===== src/rtl/tcf_pkg.sv =====
// ============================================================================
// tcf_pkg: shared types and constants of the traffic cell flux block
// Field widths, fixed-point formats, cell kinds and register indexes.
// ============================================================================
package tcf_pkg;

    localparam int LVL_W      = 20;              // Q12.8 level
    localparam int LANE_W     = 4;
    localparam int SPD_W      = 16;              // Q8.8 speed
    localparam int JAM_W      = 20;              // Q12.8 jam level per lane
    localparam int SHR_W      = 16;              // Q0.16 share
    localparam int REST_W     = SHR_W + 1;       // one minus share, up to 1.0
    localparam int CAP_W      = LANE_W + JAM_W;  // capacity level of a cell
    localparam int FLUX_W     = 32;              // Q24.8 flux on the ports
    localparam int Q_W        = 30;              // every internal flow fits here
    localparam int NUM_W      = CAP_W + Q_W;     // dividend width of the divider
    localparam int DIV_STEP   = 5;               // quotient bits per divider stage
    localparam int DIV_STAGES = Q_W / DIV_STEP;
    localparam int FLOW_LAT   = 3 + DIV_STAGES;  // latency of one flow lane
    localparam int QMAX_SHIFT = 10;              // qmax = speed * cap / 1024
    localparam int CFG_IDX_W  = 2;
    localparam int CFG_W      = 20;

    localparam logic [SPD_W-1:0] FREE_SPEED_RST = 16'd8533;
    localparam logic [JAM_W-1:0] JAM_LEVEL_RST  = 20'd38400;
    localparam logic [SHR_W-1:0] SHARE_RST      = 16'd32768;
    localparam logic [LVL_W-1:0] BOUNDARY_RST   = 20'd0;

    typedef enum logic [1:0] {
        KIND_ENTRY    = 2'd0,
        KIND_EXIT     = 2'd1,
        KIND_DIVERGE  = 2'd2,
        KIND_ORDINARY = 2'd3
    } kind_t;

    typedef enum logic [CFG_IDX_W-1:0] {
        REG_FREE_SPEED     = 2'd0,
        REG_JAM_LEVEL      = 2'd1,
        REG_DIVERGE_SHARE  = 2'd2,
        REG_BOUNDARY_LEVEL = 2'd3
    } cfg_idx_t;

    typedef struct packed {
        logic [1:0]        cell_kind;
        logic [LANE_W-1:0] lanes;
        logic [LVL_W-1:0]  own_level;
        logic [LVL_W-1:0]  next_level;
        logic [LANE_W-1:0] next_lanes;
        logic [LVL_W-1:0]  branch_level;
        logic [LANE_W-1:0] branch_lanes;
    } in_item_t;

    typedef struct packed {
        logic [FLUX_W-1:0] out_flux;
        logic [FLUX_W-1:0] self_inflow;
        logic              self_inflow_valid;
        logic [FLUX_W-1:0] next_inflow;
        logic              next_inflow_valid;
        logic [FLUX_W-1:0] branch_inflow;
        logic              branch_inflow_valid;
    } out_item_t;

endpackage


===== src/rtl/tcf_div.sv =====
// ============================================================================
// tcf_div: pipelined restoring divider
// Produces a Q_W-bit quotient, DIV_STEP bits per stage, one new
// division per enabled cycle. The upper part of the dividend must be
// below the divisor; otherwise the quotient is meaningless.
// ============================================================================
module tcf_div import tcf_pkg::*; (
    input  logic             clk,
    input  logic             en,
    input  logic [NUM_W-1:0] num,
    input  logic [CAP_W-1:0] den,
    output logic [Q_W-1:0]   quo
);

    typedef struct packed {
        logic [CAP_W-1:0] rem;
        logic [Q_W-1:0]   low;
        logic [Q_W-1:0]   quo;
    } div_st_t;

    function automatic div_st_t div_stage(input div_st_t s, input logic [CAP_W-1:0] d);
        logic [CAP_W:0] t;
        div_st_t        r;
        r = s;
        for (int j = 0; j < DIV_STEP; j++)
        begin
            t     = {r.rem, r.low[Q_W-1]};
            r.low = {r.low[Q_W-2:0], 1'b0};
            if (t >= {1'b0, d})
            begin
                r.rem = CAP_W'(t - {1'b0, d});
                r.quo = {r.quo[Q_W-2:0], 1'b1};
            end
            else
            begin
                r.rem = t[CAP_W-1:0];
                r.quo = {r.quo[Q_W-2:0], 1'b0};
            end
        end
        return r;
    endfunction

    div_st_t          st_reg  [DIV_STAGES];
    logic [CAP_W-1:0] den_reg [DIV_STAGES];
    div_st_t          st_init;

    assign st_init.rem = num[NUM_W-1:Q_W];
    assign st_init.low = num[Q_W-1:0];
    assign st_init.quo = '0;

    always_ff @(posedge clk)
    begin
        if (en)
        begin
            st_reg[0]  <= div_stage(st_init, den);
            den_reg[0] <= den;
            for (int k = 1; k < DIV_STAGES; k++)
            begin
                st_reg[k]  <= div_stage(st_reg[k-1], den_reg[k-1]);
                den_reg[k] <= den_reg[k-1];
            end
        end
    end

    assign quo = st_reg[DIV_STAGES-1].quo;

endmodule


===== config.mk =====
export PLATFORM = sky130hd
export DESIGN_NAME = tcf_div
export DESIGN_NICKNAME = d
export VERILOG_FILES = /design/src/rtl/tcf_pkg.sv /design/src/rtl/tcf_div.sv
export SDC_FILE = /design/constraint.sdc
export NUM_CORES = 2
export LEC_CHECK = 0
export ABC_AREA = 1
export ABC_CLOCK_PERIOD_IN_PS = 12700
export BUFFER_PORTS_ARGS = -buffer_cell sky130_fd_sc_hd__buf_2
export CORE_UTILIZATION = 40
export DETAILED_ROUTE_END_ITERATION = 16
export GPL_TIMING_DRIVEN = 0
export RECOVER_POWER = 25
export SLEW_MARGIN = 40
export SYNTH_ARGS = -nofsm -noshare
export SYNTH_HDL_FRONTEND = slang
export SYNTH_SLANG_ARGS = --single-unit

===== constraint.sdc =====
create_clock -name clk -period 12.7 [get_ports clk]
set_clock_uncertainty 0.1 [all_clocks]
set_input_delay 0.635 -clock clk [delete_from_list [all_inputs] [get_ports clk]]
set_output_delay 0.635 -clock clk [all_outputs]
set_load 0.05 [all_outputs]

==> results.py <==
metrics = {
    "route": {
        "firstDrtPassIters": 6,
        "drtIter0Drc": 5691,
        "wl_um": 214000,
        "num_vias": 60800,
        "ant_nets": 0,
        "drc": 0,
        "routed_via_density": 5.45,
        "wl_per_cell_um": 19.1,
    },
    "timing": {
        "worstMarginPinSlew_ns": 3.98,
        "worst_slack_ns": 0.625,
        "setup_viol": 0,
        "drv_slew": 71,
        "timing.fmax_ghz": 0.0828,
        "final_hold_viol_count": 0,
        "finalCriticalPeriod_ns": 12.07,
        "timing.slew.headroom_pct": -165,
        "period_share_pct": 95.1,
    },
    "logic_synthesis": {
        "synth-edff-count": 420,
        "yosysSeqAreaShare_pct": 21.3,
        "synth_warnings": 0,
        "synthMuxAreaShare_pct": 0,
        "synth_cell_types": 63,
        "ys_ff_latch": 420,
        "synth-compound-area-share_pct": 15.2,
        "synth-simple-area-share_pct": 30.8,
        "synthesis.area_um2": 59300,
        "syn_area_per_cell_um2": 6.68,
        "synthXorXnorAreaFrac_pct": 8.45,
        "syn_inst": 8871,
        "async_flop_share_pct": 0,
        "synth_top_family_by_area": "simple AND/OR/NAND/NOR gates",
        "yosys_most_used_dff": "edfxtp_1",
        "synth_fa_ha_area_share_pct": 16.2,
        "synth_nets": 9700,
    },
    "finish": {
        "final_common_cell": "nand2_1",
        "fin_nets": 10000,
        "area_growth_pct": 12.0,
        "drive_above_1_share_pct": 9.07,
        "mostFrequentLayoutCells": "nand2_1 (2,755), inv_1 (964), a21oi_1 (681), ha_1 (680), nor2_1 (541)",
        "largest_register_ffs": 300,
    },
    "worst_setup_path": {
        "reg2regPathDepth": 62,
        "worstSetupStartpointType": "input port",
        "crit_path_frequent_cell": "nand2_1",
        "arrival_ns": 12.48,
        "critical_path_class": "in -> reg",
        "cp_top_family": "simple AND/OR/NAND/NOR gates",
        "critical-path-max-stage-delay_ns": 0.49,
        "path_depth": 67,
        "critical_path_buf_inv_count": 12,
        "slowest_stage": "o21ai_0",
        "cp.required_ns": 13.11,
        "crit_path_end_kind": "flip-flop",
        "crit_fanout": 10,
    },
    "worst_hold_path": {
        "hp-class": "in -> reg",
        "hold_depth": 1,
    },
    "clocking": {
        "clkTransAtPathRegs_ns": 0.06,
        "cts.sinks": 420,
        "cts_buffer_depth": 3,
        "ctsHtreeMaxLevel": 2,
        "cts_buffers": 53,
        "clkLatencyLatePin_ns": 0.70,
        "cts_root_buf": "clkbuf_16",
        "cts_tree": "built",
    },
    "die": {
        "core-area_um2": 146000,
        "die_area_um2": 150000,
        "die_width_um": 387,
        "initial_core_util_pct": 40.5,
        "die_y_um": 387,
        "io_pins": 110,
        "num_rows": 140,
    },
    "flow_run": {
        "cap_violations": 1,
    },
    "status": {
        "status": "finished, violations left",
        "violations": "capacitance limit, slew limit",
    },
    "placement": {
        "preCtsSetupSlack_ns": -0.680,
        "hpwlAfterDp_um": 176000,
        "gp_congestion": 0.993,
        "port_buffers": 109,
    },
    "grt": {
        "grt_antenna_before_repair": 6,
        "overflow": 0,
        "grt_max_degree": 78,
        "grt_pass1_vias": 55800,
        "grt_pass1_wl_um": 322000,
        "grt_usage_pct": 27.3,
    },
}
## repair_timing
action / 4_1_cts / 5_1_grt
endpoints found under the hold margin: 17 / 0
pin swaps: 1 / 29
setup buffers: 11 / 132
setup endpoints to repair: 101 / 126
gates resized for setup: 35 / 283
hold buffers: 17 / 0
## kinds of logic after synthesis
group / count (synthesis)
simple gates: 4306
compound gates: 1627
buf+inv: 1197
fa+ha+maj: 749
xor+xnor: 572
flops: 420
## synthesized netlist by cell type (all sizes together) (29+ instances only)
cell type,instances,area [um^2]
a21o,62,465
a21oi,717,3650
a31oi,46,288
buf,119,772
edfxtp,420,12600
fa,29,581
ha,720,9010
inv,1058,3970
nand2,2781,10500
nand3,570,3090
nand4,139,891
nor2,587,2410
nor3,100,516
nor4,62,388
o21a,33,248
o21ai,619,3150
o21bai,50,383
or2,40,250
xnor2,265,2320
xor2,307,2690
## final timing paths
| check | start | endpoint | slack, ns |
|---|---|---|---|
| min reg2reg | st_reg[2][4]$_DFFE_PP_ | st_reg[3][9]$_DFFE_PP_ | 0.29 |
| min | num[24] | st_reg[0][54]$_DFFE_PP_ | 0.05 |
| max reg2reg | den_reg[3][11]$_DFFE_PP_ | st_reg[4][76]$_DFFE_PP_ | 0.63 |
| max | den[14] | st_reg[0][73]$_DFFE_PP_ | 0.63 |
## worst register-to-register path: cells and delay by family (launching register included)
kind	cells	cell delay, ns
xor+xnor	1	0.10
fa+ha+maj	5	1.88
compound gates	13	3.38
buf+inv	11	1.69
simple gates	32	4.20
flops	1	0.47
## per-layer routing
metal	GRT usage (%)	vias to the layer above	routed length (um)
met3	2.31	288	12800
met4	8.13	0	6690
met5	0	-	0
met1	37.9	28000	97600
li1	-	30500	-
met2	44.9	1950	96500
## layout make-up
class | count | area (um^2)
diodes | 3 | 7.51
plain buffers | 136 | 937
clock buffers | 59 | 1390
clock inverters | 39 | 417
fillers | 15400 | 79900
inverters | 1058 | 4180
multi-input cells | 7254 | 42500
flip-flops and latches | 420 | 12600
well taps | 1917 | 2400
repair buffers | 275 | 1940
## metrics by stage
| step | TNS, ns | cell area [um^2] | util [%] | cells | hold WS, ns |
|---|---|---|---|---|---|
| 2_1_floorplan | 0 | 59300 | - | 8871 | 0.300 |
| 3_3_place_gp | -45.17 | 62200 | 42.5 | 10900 | 0.300 |
| 3_5_place_dp | -46.85 | 62400 | 42.7 | 10900 | 0.305 |
| 4_1_cts | 0 | 64500 | 44.1 | 11000 | 0.000515 |
| 5_1_grt | -0.262 | 66400 | 45.4 | 11200 | 0.0310 |
| 6_report | 0 | 66400 | 45.4 | 11200 | 0.0530 |
Power is left out: the tool's default activity adds up to more than one toggle a clock period on the data nets, which glitch-free logic cannot reach.
